### src/sv/scrolling_seven_segment_marquee_macros.svh
// Assertion macros shared by the marquee RTL.
`ifndef SCROLLING_SEVEN_SEGMENT_MARQUEE_MACROS_SVH
`define SCROLLING_SEVEN_SEGMENT_MARQUEE_MACROS_SVH

// Same-cycle implication, disabled while reset is high.
`define SSM_ASSERT_NOW(label, clk, rst, cond, prop) \
   label: assert property (@(posedge clk) disable iff (rst) (cond) |-> (prop)) \
      else $error("marquee check failed");

// Next-cycle implication, disabled while reset is high.
`define SSM_ASSERT_NEXT(label, clk, rst, cond, prop) \
   label: assert property (@(posedge clk) disable iff (rst) (cond) |=> (prop)) \
      else $error("marquee check failed");

`endif

### src/sv/ssm_pkg.sv
// Shared types, constants and the letter segment table of the marquee.
`timescale 1ns / 1ps
`default_nettype none
package ssm_pkg;

   localparam int NUM_DIGITS_DEFAULT = 4;
   localparam int MAX_CHARS_DEFAULT  = 16;

   localparam int CSR_INDEX_W = 3;
   localparam int CSR_DATA_W  = 64;

   localparam logic [CSR_INDEX_W-1:0] REG_TEXT_LOW  = 3'd0;
   localparam logic [CSR_INDEX_W-1:0] REG_TEXT_HIGH = 3'd1;
   localparam logic [CSR_INDEX_W-1:0] REG_LENGTH    = 3'd2;
   localparam logic [CSR_INDEX_W-1:0] REG_TICKS     = 3'd3;
   localparam logic [CSR_INDEX_W-1:0] REG_REVERSE   = 3'd4;
   localparam logic [CSR_INDEX_W-1:0] REG_ANODE     = 3'd5;

   localparam logic [4:0]  LENGTH_RESET = 5'd4;
   localparam logic [15:0] TICKS_RESET  = 16'd500;

   localparam int DIGIT_LINES = 4;
   localparam int SEG_W       = 7;

   typedef struct packed {
      logic [127:0] text_chars;
      logic [4:0]   text_length;
      logic [15:0]  scroll_ticks;
      logic         scroll_reverse;
      logic         common_anode;
   } cfg_type;

   // Segments a..g (a in bit 6) for lowercase letters except q, w and x; every other code is blank.
   function automatic logic [SEG_W-1:0] letter_segments(input logic [7:0] code);
      logic [SEG_W-1:0] segs;
      case (code)
         8'h61:   segs = 7'h77;
         8'h62:   segs = 7'h1F;
         8'h63:   segs = 7'h0D;
         8'h64:   segs = 7'h3D;
         8'h65:   segs = 7'h4F;
         8'h66:   segs = 7'h47;
         8'h67:   segs = 7'h5F;
         8'h68:   segs = 7'h17;
         8'h69:   segs = 7'h06;
         8'h6A:   segs = 7'h3C;
         8'h6B:   segs = 7'h07;
         8'h6C:   segs = 7'h0E;
         8'h6D:   segs = 7'h76;
         8'h6E:   segs = 7'h15;
         8'h6F:   segs = 7'h1D;
         8'h70:   segs = 7'h67;
         8'h72:   segs = 7'h05;
         8'h73:   segs = 7'h5B;
         8'h74:   segs = 7'h70;
         8'h75:   segs = 7'h1C;
         8'h76:   segs = 7'h23;
         8'h79:   segs = 7'h33;
         8'h7A:   segs = 7'h6D;
         default: segs = 7'h00;
      endcase
      return segs;
   endfunction

endpackage
`default_nettype wire

### src/sv/ssm_csr.sv
// Configuration register file of the marquee.
`timescale 1ns / 1ps
`default_nettype none
module ssm_csr (
   input  wire logic                           clock,
   input  wire logic                           reset,
   input  wire logic                           csr_valid,
   output logic                                csr_ready,
   input  wire logic [ssm_pkg::CSR_INDEX_W-1:0] csr_index,
   input  wire logic [ssm_pkg::CSR_DATA_W-1:0]  csr_data,
   output ssm_pkg::cfg_type                    cfg
);
   import ssm_pkg::*;

   cfg_type cfg_ff;
   cfg_type cfg_in;

   assign csr_ready = 1'b1;
   assign cfg       = cfg_ff;

   always_comb begin
      cfg_in = cfg_ff;
      if (csr_valid) begin
         case (csr_index)
            REG_TEXT_LOW:  cfg_in.text_chars[63:0]   = csr_data;
            REG_TEXT_HIGH: cfg_in.text_chars[127:64] = csr_data;
            REG_LENGTH:    cfg_in.text_length        = csr_data[4:0];
            REG_TICKS:     cfg_in.scroll_ticks       = csr_data[15:0];
            REG_REVERSE:   cfg_in.scroll_reverse     = csr_data[0];
            REG_ANODE:     cfg_in.common_anode       = csr_data[0];
            default:       cfg_in = cfg_ff;
         endcase
      end
   end

   always_ff @(posedge clock) begin
      if (reset) begin
         cfg_ff.text_chars     <= '0;
         cfg_ff.text_length    <= LENGTH_RESET;
         cfg_ff.scroll_ticks   <= TICKS_RESET;
         cfg_ff.scroll_reverse <= 1'b0;
         cfg_ff.common_anode   <= 1'b0;
      end else begin
         cfg_ff <= cfg_in;
      end
   end

endmodule
`default_nettype wire

### src/sv/ssm_engine.sv
// Scroll state, character lookup and drive levels for one refresh tick.
`timescale 1ns / 1ps
`default_nettype none
module ssm_engine #(
   parameter int NUM_DIGITS = ssm_pkg::NUM_DIGITS_DEFAULT,
   parameter int MAX_CHARS  = ssm_pkg::MAX_CHARS_DEFAULT
) (
   input  wire logic                              clock,
   input  wire logic                              reset,
   input  wire logic                              advance,
   input  wire logic                              reset_level,
   input  wire ssm_pkg::cfg_type                  cfg,
   output logic [ssm_pkg::DIGIT_LINES-1:0]        digit_drive,
   output logic [ssm_pkg::SEG_W-1:0]              segment_drive
);
   import ssm_pkg::*;

   localparam int DW = (NUM_DIGITS > 1) ? $clog2(NUM_DIGITS) : 1;
   localparam logic signed [5:0] NUM_S = 6'(NUM_DIGITS);
   localparam logic [4:0] LEN_MIN = 5'(NUM_DIGITS);
   localparam logic [4:0] LEN_MAX = 5'(MAX_CHARS);
   localparam logic [DW-1:0] DIGIT_LAST = DW'(NUM_DIGITS - 1);

   logic signed [5:0] position_ff, position_in;
   logic [DW-1:0]     digit_ff, digit_in;
   logic [15:0]       tick_ff, tick_in;

   logic [4:0]        len;
   logic signed [5:0] len_s, start, cur, sum, wrapped, stepped;
   logic [3:0]        char_idx;
   logic [7:0]        char_code;
   logic [15:0]       limit;
   logic [16:0]       tick_inc;
   logic [DIGIT_LINES-1:0] digits_on;
   logic [SEG_W-1:0]  segs;

   always_comb begin
      if (cfg.text_length < LEN_MIN) begin
         len = LEN_MIN;
      end else if (cfg.text_length > LEN_MAX) begin
         len = LEN_MAX;
      end else begin
         len = cfg.text_length;
      end
   end

   assign len_s = signed'({1'b0, len});
   assign start = cfg.scroll_reverse ? (len_s - 6'sd1 - NUM_S) : 6'sd0;

   // Reload the start when the held position no longer fits the length.
   assign cur = ((position_ff < -NUM_S) || (position_ff >= len_s)) ? start : position_ff;

   assign sum = cur + signed'({{(6 - DW){1'b0}}, digit_ff});

   always_comb begin
      if (sum < 6'sd0) begin
         wrapped = sum + len_s;
      end else if (sum >= len_s) begin
         wrapped = sum - len_s;
      end else begin
         wrapped = sum;
      end
   end

   assign char_idx  = wrapped[3:0];
   assign char_code = cfg.text_chars[{char_idx, 3'b000} +: 8];

   always_comb begin
      for (int k = 0; k < DIGIT_LINES; k++) begin
         digits_on[k] = ({{(32 - DW){1'b0}}, digit_ff} == 32'(k));
      end
   end

   assign limit    = (cfg.scroll_ticks == 16'd0) ? 16'd1 : cfg.scroll_ticks;
   assign tick_inc = {1'b0, tick_ff} + 17'd1;
   assign stepped  = cfg.scroll_reverse ? (cur - 6'sd1) : (cur + 6'sd1);

   always_comb begin
      position_in = position_ff;
      digit_in    = digit_ff;
      tick_in     = tick_ff;
      segs        = '0;
      digit_drive = cfg.common_anode ? '0 : '1;
      if (advance) begin
         if (reset_level) begin
            position_in = start;
            digit_in    = '0;
            tick_in     = '0;
         end else begin
            segs        = letter_segments(char_code);
            digit_drive = cfg.common_anode ? digits_on : ~digits_on;
            digit_in    = (digit_ff == DIGIT_LAST) ? '0 : digit_ff + DW'(1);
            position_in = cur;
            tick_in     = tick_inc[15:0];
            if (tick_inc >= {1'b0, limit}) begin
               tick_in = '0;
               if ((stepped < -NUM_S) || (stepped >= len_s)) begin
                  position_in = start;
               end else begin
                  position_in = stepped;
               end
            end
         end
      end
      segment_drive = cfg.common_anode ? ~segs : segs;
   end

   always_ff @(posedge clock) begin
      if (reset) begin
         position_ff <= '0;
         digit_ff    <= '0;
         tick_ff     <= '0;
      end else begin
         position_ff <= position_in;
         digit_ff    <= digit_in;
         tick_ff     <= tick_in;
      end
   end

endmodule
`default_nettype wire

### src/sv/scrolling_seven_segment_marquee.sv
// Scrolling seven-segment marquee: top level with input and result registers.
// Usage:
// - req_ carries one refresh tick per transaction with the reset button level;
//   rsp_ returns one transaction per tick with the digit and segment drives.
// - csr_ writes registers 0..5 (text low/high, length, scroll ticks, reverse,
//   common anode); csr_ready is always high. Write only while the block is idle.
// - A tick accepted into the input register is evaluated, and its result is
//   registered into the result register on rsp_ once that register is free.
// - Throughput is one tick per cycle while rsp_stall is low: the position, digit and tick counter
//   update in the single evaluation step between the two registers.
// - While rsp_stall holds a waiting result, one more tick is taken into the
//   input register; req_stall then rises until the result leaves.
// - reset (synchronous) empties both registers, restores the registers to
//   their reset values and puts the scroll at position 0, digit 0.
// - A tick with the button pressed returns to the start position and shows
//   all digits deselected and all segments dark.
`timescale 1ns / 1ps
`default_nettype none
module scrolling_seven_segment_marquee #(
   parameter int NUM_DIGITS = ssm_pkg::NUM_DIGITS_DEFAULT,
   parameter int MAX_CHARS  = ssm_pkg::MAX_CHARS_DEFAULT
) (
   input  wire logic                             clock,
   input  wire logic                             reset,
   input  wire logic                             req_valid,
   output logic                                  req_stall,
   input  wire logic                             req_reset_level,
   output logic                                  rsp_valid,
   input  wire logic                             rsp_stall,
   output logic [ssm_pkg::DIGIT_LINES-1:0]       rsp_digit_drive,
   output logic [ssm_pkg::SEG_W-1:0]             rsp_segment_drive,
   input  wire logic                             csr_valid,
   output logic                                  csr_ready,
   input  wire logic [ssm_pkg::CSR_INDEX_W-1:0]  csr_index,
   input  wire logic [ssm_pkg::CSR_DATA_W-1:0]   csr_data
);
   import ssm_pkg::*;
   `include "scrolling_seven_segment_marquee_macros.svh"

   cfg_type cfg;

   logic s1_valid_ff, s1_valid_in;
   logic s1_level_ff, s1_level_in;
   logic rsp_valid_ff, rsp_valid_in;
   logic [DIGIT_LINES-1:0] rsp_digit_ff;
   logic [SEG_W-1:0]       rsp_segment_ff;
   logic [DIGIT_LINES-1:0] eng_digit;
   logic [SEG_W-1:0]       eng_segment;
   logic advance;

   ssm_csr u_csr (
      .clock     (clock),
      .reset     (reset),
      .csr_valid (csr_valid),
      .csr_ready (csr_ready),
      .csr_index (csr_index),
      .csr_data  (csr_data),
      .cfg       (cfg)
   );

   ssm_engine #(
      .NUM_DIGITS (NUM_DIGITS),
      .MAX_CHARS  (MAX_CHARS)
   ) u_engine (
      .clock         (clock),
      .reset         (reset),
      .advance       (advance),
      .reset_level   (s1_level_ff),
      .cfg           (cfg),
      .digit_drive   (eng_digit),
      .segment_drive (eng_segment)
   );

   // Move the held tick on when the result register is empty or being drained.
   assign advance   = s1_valid_ff && (!rsp_valid_ff || !rsp_stall);
   assign req_stall = s1_valid_ff && !advance;

   always_comb begin
      s1_valid_in = s1_valid_ff;
      s1_level_in = s1_level_ff;
      if (!req_stall) begin
         s1_valid_in = req_valid;
         s1_level_in = req_reset_level;
      end
      rsp_valid_in = rsp_valid_ff;
      if (advance) begin
         rsp_valid_in = 1'b1;
      end else if (!rsp_stall) begin
         rsp_valid_in = 1'b0;
      end
   end

   always_ff @(posedge clock) begin
      if (reset) begin
         s1_valid_ff  <= 1'b0;
         rsp_valid_ff <= 1'b0;
      end else begin
         s1_valid_ff  <= s1_valid_in;
         rsp_valid_ff <= rsp_valid_in;
      end
   end

   always_ff @(posedge clock) begin
      s1_level_ff <= s1_level_in;
      if (advance) begin
         rsp_digit_ff   <= eng_digit;
         rsp_segment_ff <= eng_segment;
      end
   end

   assign rsp_valid         = rsp_valid_ff;
   assign rsp_digit_drive   = rsp_digit_ff;
   assign rsp_segment_drive = rsp_segment_ff;

   `SSM_ASSERT_NOW(a_stall_needs_full_output, clock, reset, req_stall, rsp_valid_ff && rsp_stall)
   `SSM_ASSERT_NEXT(a_advance_fills_output, clock, reset, advance, rsp_valid_ff)
   `SSM_ASSERT_NEXT(a_button_blanks, clock, reset, advance && s1_level_ff,
      (rsp_segment_ff == ($past(cfg.common_anode) ? 7'h7F : 7'h00)) &&
      (rsp_digit_ff == ($past(cfg.common_anode) ? 4'h0 : 4'hF)))
   `SSM_ASSERT_NEXT(a_output_holds, clock, reset, rsp_valid_ff && rsp_stall,
      $stable(rsp_digit_ff) && $stable(rsp_segment_ff))

endmodule
`default_nettype wire
### config.mk
export PLATFORM = sky130hd
export DESIGN_NAME = scrolling_seven_segment_marquee
export DESIGN_NICKNAME = d
export VERILOG_FILES = /design/src/sv/ssm_pkg.sv /design/src/sv/ssm_csr.sv /design/src/sv/ssm_engine.sv /design/src/sv/scrolling_seven_segment_marquee.sv
export VERILOG_INCLUDE_DIRS = /design/src /design/src/sv
export SDC_FILE = /design/constraint.sdc
export NUM_CORES = 1
export LEC_CHECK = 0
export BUFFER_PORTS_ARGS = -buffer_cell sky130_fd_sc_hd__buf_2
export CORE_MARGIN = 8
export CORE_UTILIZATION = 55
export DETAILED_ROUTE_END_ITERATION = 16
export PLACE_DENSITY = 0.81
export SLEW_MARGIN = 20
export SYNTH_ARGS = -nofsm -noshare
export SYNTH_HDL_FRONTEND = slang
export SYNTH_SLANG_ARGS = --single-unit
### constraint.sdc
create_clock -name clock -period 7.07 [get_ports clock]
set_input_delay 1.414 -clock clock [delete_from_list [all_inputs] [get_ports clock]]
set_output_delay 1.414 -clock clock [all_outputs]
set_load 0.02 [all_outputs]
==> results.py <==
metrics = {
    "floorplanning": {
        "initial_core_util": 0.558,
        "row_count": 50,
        "core_um2": 18600,
        "dieWidth_um": 154,
        "pin_count": 87,
        "die_area_um2": 23600,
        "dieHeight_um": 154,
    },
    "pwr": {
        "power_mw": 2.44,
        "worst_ir_drop_vdd_v": 0.000180,
        "power_density_nw_per_um2": 204,
        "leakage_nw": 4.70,
    },
    "flow_run": {
        "maxCapViolCount": 0,
    },
    "drt": {
        "avgViaCountPerCell": 5.90,
        "first_pass_iters": 5,
        "wl_per_cell_um": 17.5,
        "finalWirelength_um": 28200,
        "drt_iter0_drc": 928,
        "via_count": 9488,
        "ant_nets": 0,
        "drc": 0,
    },
    "finish": {
        "area_growth_pct": 14.9,
        "layout-drive-gt1-share": 0.177,
        "layout.nets": 1484,
        "n_fill_cell": 1546,
    },
    "clock_network": {
        "cts_inserted_buffers": 17,
        "clkTransAtPathRegs_ps": 70,
        "h-tree-depth": 4,
        "hold_buffers": 0,
        "clock_sinks": 189,
        "insertion_delay_ps": 440,
        "ctsLongestPathBuffers": 2,
        "root_buffer": "clkbuf_16",
        "cts_tree": "built",
    },
    "critical_path": {
        "critPathKind": "reg2reg",
        "path_delay_family": "compound AO/OA/AOI/OAI gates",
        "required_ps": 7230,
        "endpoint": "rsp_segment_drive[4]",
        "cp_num_cells": 30,
        "critPathMaxFanout": 15,
        "path_buf_inv": 5,
        "cp_slowest_cell": "fa_2",
        "startpoint": "u_csr.cfg[20]",
        "crit-reg2reg-launch": "u_csr.cfg[20]",
        "r2r.worst_path.cells": 30,
        "rrSetupSlack_ps": 250,
        "worstSetupStartpointType": "flop",
        "cpPeakStageDelay_ps": 610,
        "critPathCaptureType": "flop",
        "critPathArrivalTime_ps": 6980,
        "r2r-end": "rsp_segment_drive[4]",
    },
    "sta": {
        "clock.fmax_mhz": 147,
        "worst_pin_slew_ps": 990,
        "max_slew_margin": 0.338,
        "hold_violations": 0,
        "final.setup_skew_ps": 10.1,
        "slew_viol_final": 0,
        "fin_crit_ps": 6820,
        "tns_ps": 0,
        "setup_violations": 0,
        "finalCritPeriodShare": 0.964,
    },
    "synth": {
        "synth_cell_type_count": 89,
        "syn_area_per_cell_um2": 8.18,
        "yosys-top-cells-area": "dfxtp_1 (34%), nand2_1 (12%), a21oi_1 (8.8%)",
        "yosysSeqAreaShare": 0.375,
        "syn_area_um2": 10400,
        "ys_top_cells_by_count": "nand2_1 (344), a21oi_1 (182), dfxtp_1 (177)",
        "synth_top_area_cell": "dfxtp_1",
        "ys_warn_count": 0,
        "synth_edf_count": 12,
        "synth_cells": 1273,
        "async_flop_share": 0,
        "synth_top_area_frac": 0.340,
        "synth_most_common_cell": "nand2_1",
        "ys_seq_elements": 189,
        "syn_nets": 1397,
        "synth-main-ff-cell": "dfxtp_1",
    },
    "placement": {
        "gp_congestion": 0.952,
        "port-buffer-count": 85,
        "dp_hpwl_um": 19000,
    },
    "run_status": {
        "status": "complete, no violations",
    },
    "global_routing": {
        "grt_max_degree": 97,
        "grt_util_all_layers": 0.225,
        "antenna_found_initial": 1,
        "grt_pass1_wl_um": 43800,
        "grt_overflow": 0,
        "grt_pass1_vias": 8574,
    },
    "min_path": {
        "hold_class": "reg2reg",
    },
}
[worst register-to-register path, delay by kind of cell (launching register included)]
family / cells / cell delay [ps]
flops: 1 / 360
compound gates: 8 / 2080
simple gates: 8 / 1210
buf+inv: 5 / 710
xor+xnor: 1 / 160
fa+ha+maj: 4 / 1290
mux: 4 / 770
[worst min-delay path by stage]
stage                         startpoint        endpoint  cells past startpoint
final                     u_csr.cfg[131]  u_csr.cfg[131]                      2
after global routing       u_csr.cfg[46]   u_csr.cfg[46]                      2
after CTS                  u_csr.cfg[46]   u_csr.cfg[46]                      2
after detailed placement   u_csr.cfg[46]   u_csr.cfg[46]                      2
after global placement     u_csr.cfg[46]   u_csr.cfg[46]                      2
after floorplan            u_csr.cfg[46]   u_csr.cfg[46]                      2
[cell families after synthesis]
kind of cell    after synthesis  synth area share
compound gates              308             0.182
xor+xnor                     40            0.0344
fa+ha+maj                    52            0.0652
buf+inv                     121            0.0549
flops                       189             0.375
mux                          48            0.0719
other cells                   1          0.000360
simple gates                514             0.216
[routing by layer]
metal | track usage | vias to the layer above | part of all wire
met3 | 0.0345 | 81 | 0.054
met2 | 0.367 | 351 | 0.48
met4 | 0.0817 | 0 | 0.032
met1 | 0.297 | 4472 | 0.44
li1 | - | 4584 | -
met5 | 0 | - | 0
[through the flow]
stage | instances | utilization | instance area [um^2] | hold WS, ps | setup slack [ps]
after global routing | 1608 | 0.641 | 12000 | 473 | -27.9
final | 1608 | 0.641 | 12000 | 453 | 254
after detailed placement | 1551 | 0.591 | 11000 | 443 | 6.93
after global placement | 1551 | 0.591 | 11000 | 437 | 163
after CTS | 1585 | 0.625 | 11600 | 454 | 35.1
after floorplan | 1273 | - | 10400 | 431 | 236
[area by class of cell]
| type | instances | area [um^2] | area share |
|---|---|---|---|
| Inverter | 47 | 176 | 0.0148 |
| Sequential cell | 189 | 3910 | 0.327 |
| Clock inverter | 14 | 154 | 0.0129 |
| Timing Repair Buffer | 141 | 910 | 0.0761 |
| Clock buffer | 18 | 439 | 0.0367 |
| Antenna cell | 1 | 2.50 | 0.000209 |
| Tap cell | 234 | 293 | 0.0245 |
| Multi-Input combinational cell | 964 | 6080 | 0.508 |
[cell usage in the layout (no fill, tap or decap), drive strengths merged, types with 26 or more instances in the layout]
master  netlist  routed
a21oi       182     182
xnor2        29      29
inv          46      51
buf          17     138
nand2       345     345
dfxtp       177     177
mux2i        29      29
ha           47      47
nor2         57      57
a22oi        26      26
[where the power goes]
group          internal [mW]  switching [mW]  leakage [nW]
registers               1.10          0.0183          1.54
clock network          0.483           0.468         0.289
logic                  0.152           0.221          2.87
total                   1.73           0.707          4.70
[state kept, by name, summed over array words and instances, names as in the netlist]
name	cells
u_csr.cfg	151
u_engine.tick_ff	16
rsp_segment_drive	7
u_engine.position_ff	6
rsp_digit_drive	4
u_engine.digit_ff	2
rsp_valid	1
s1_level_ff	1
s1_valid_ff	1
[repair_timing]
item,4_1_cts,5_1_grt
gates cloned,0,3
pin swaps,1,7
buffers inserted,2,19
endpoints found under the setup margin,2,7
gates resized for setup,2,24
(Power assumes the default switching activity.)
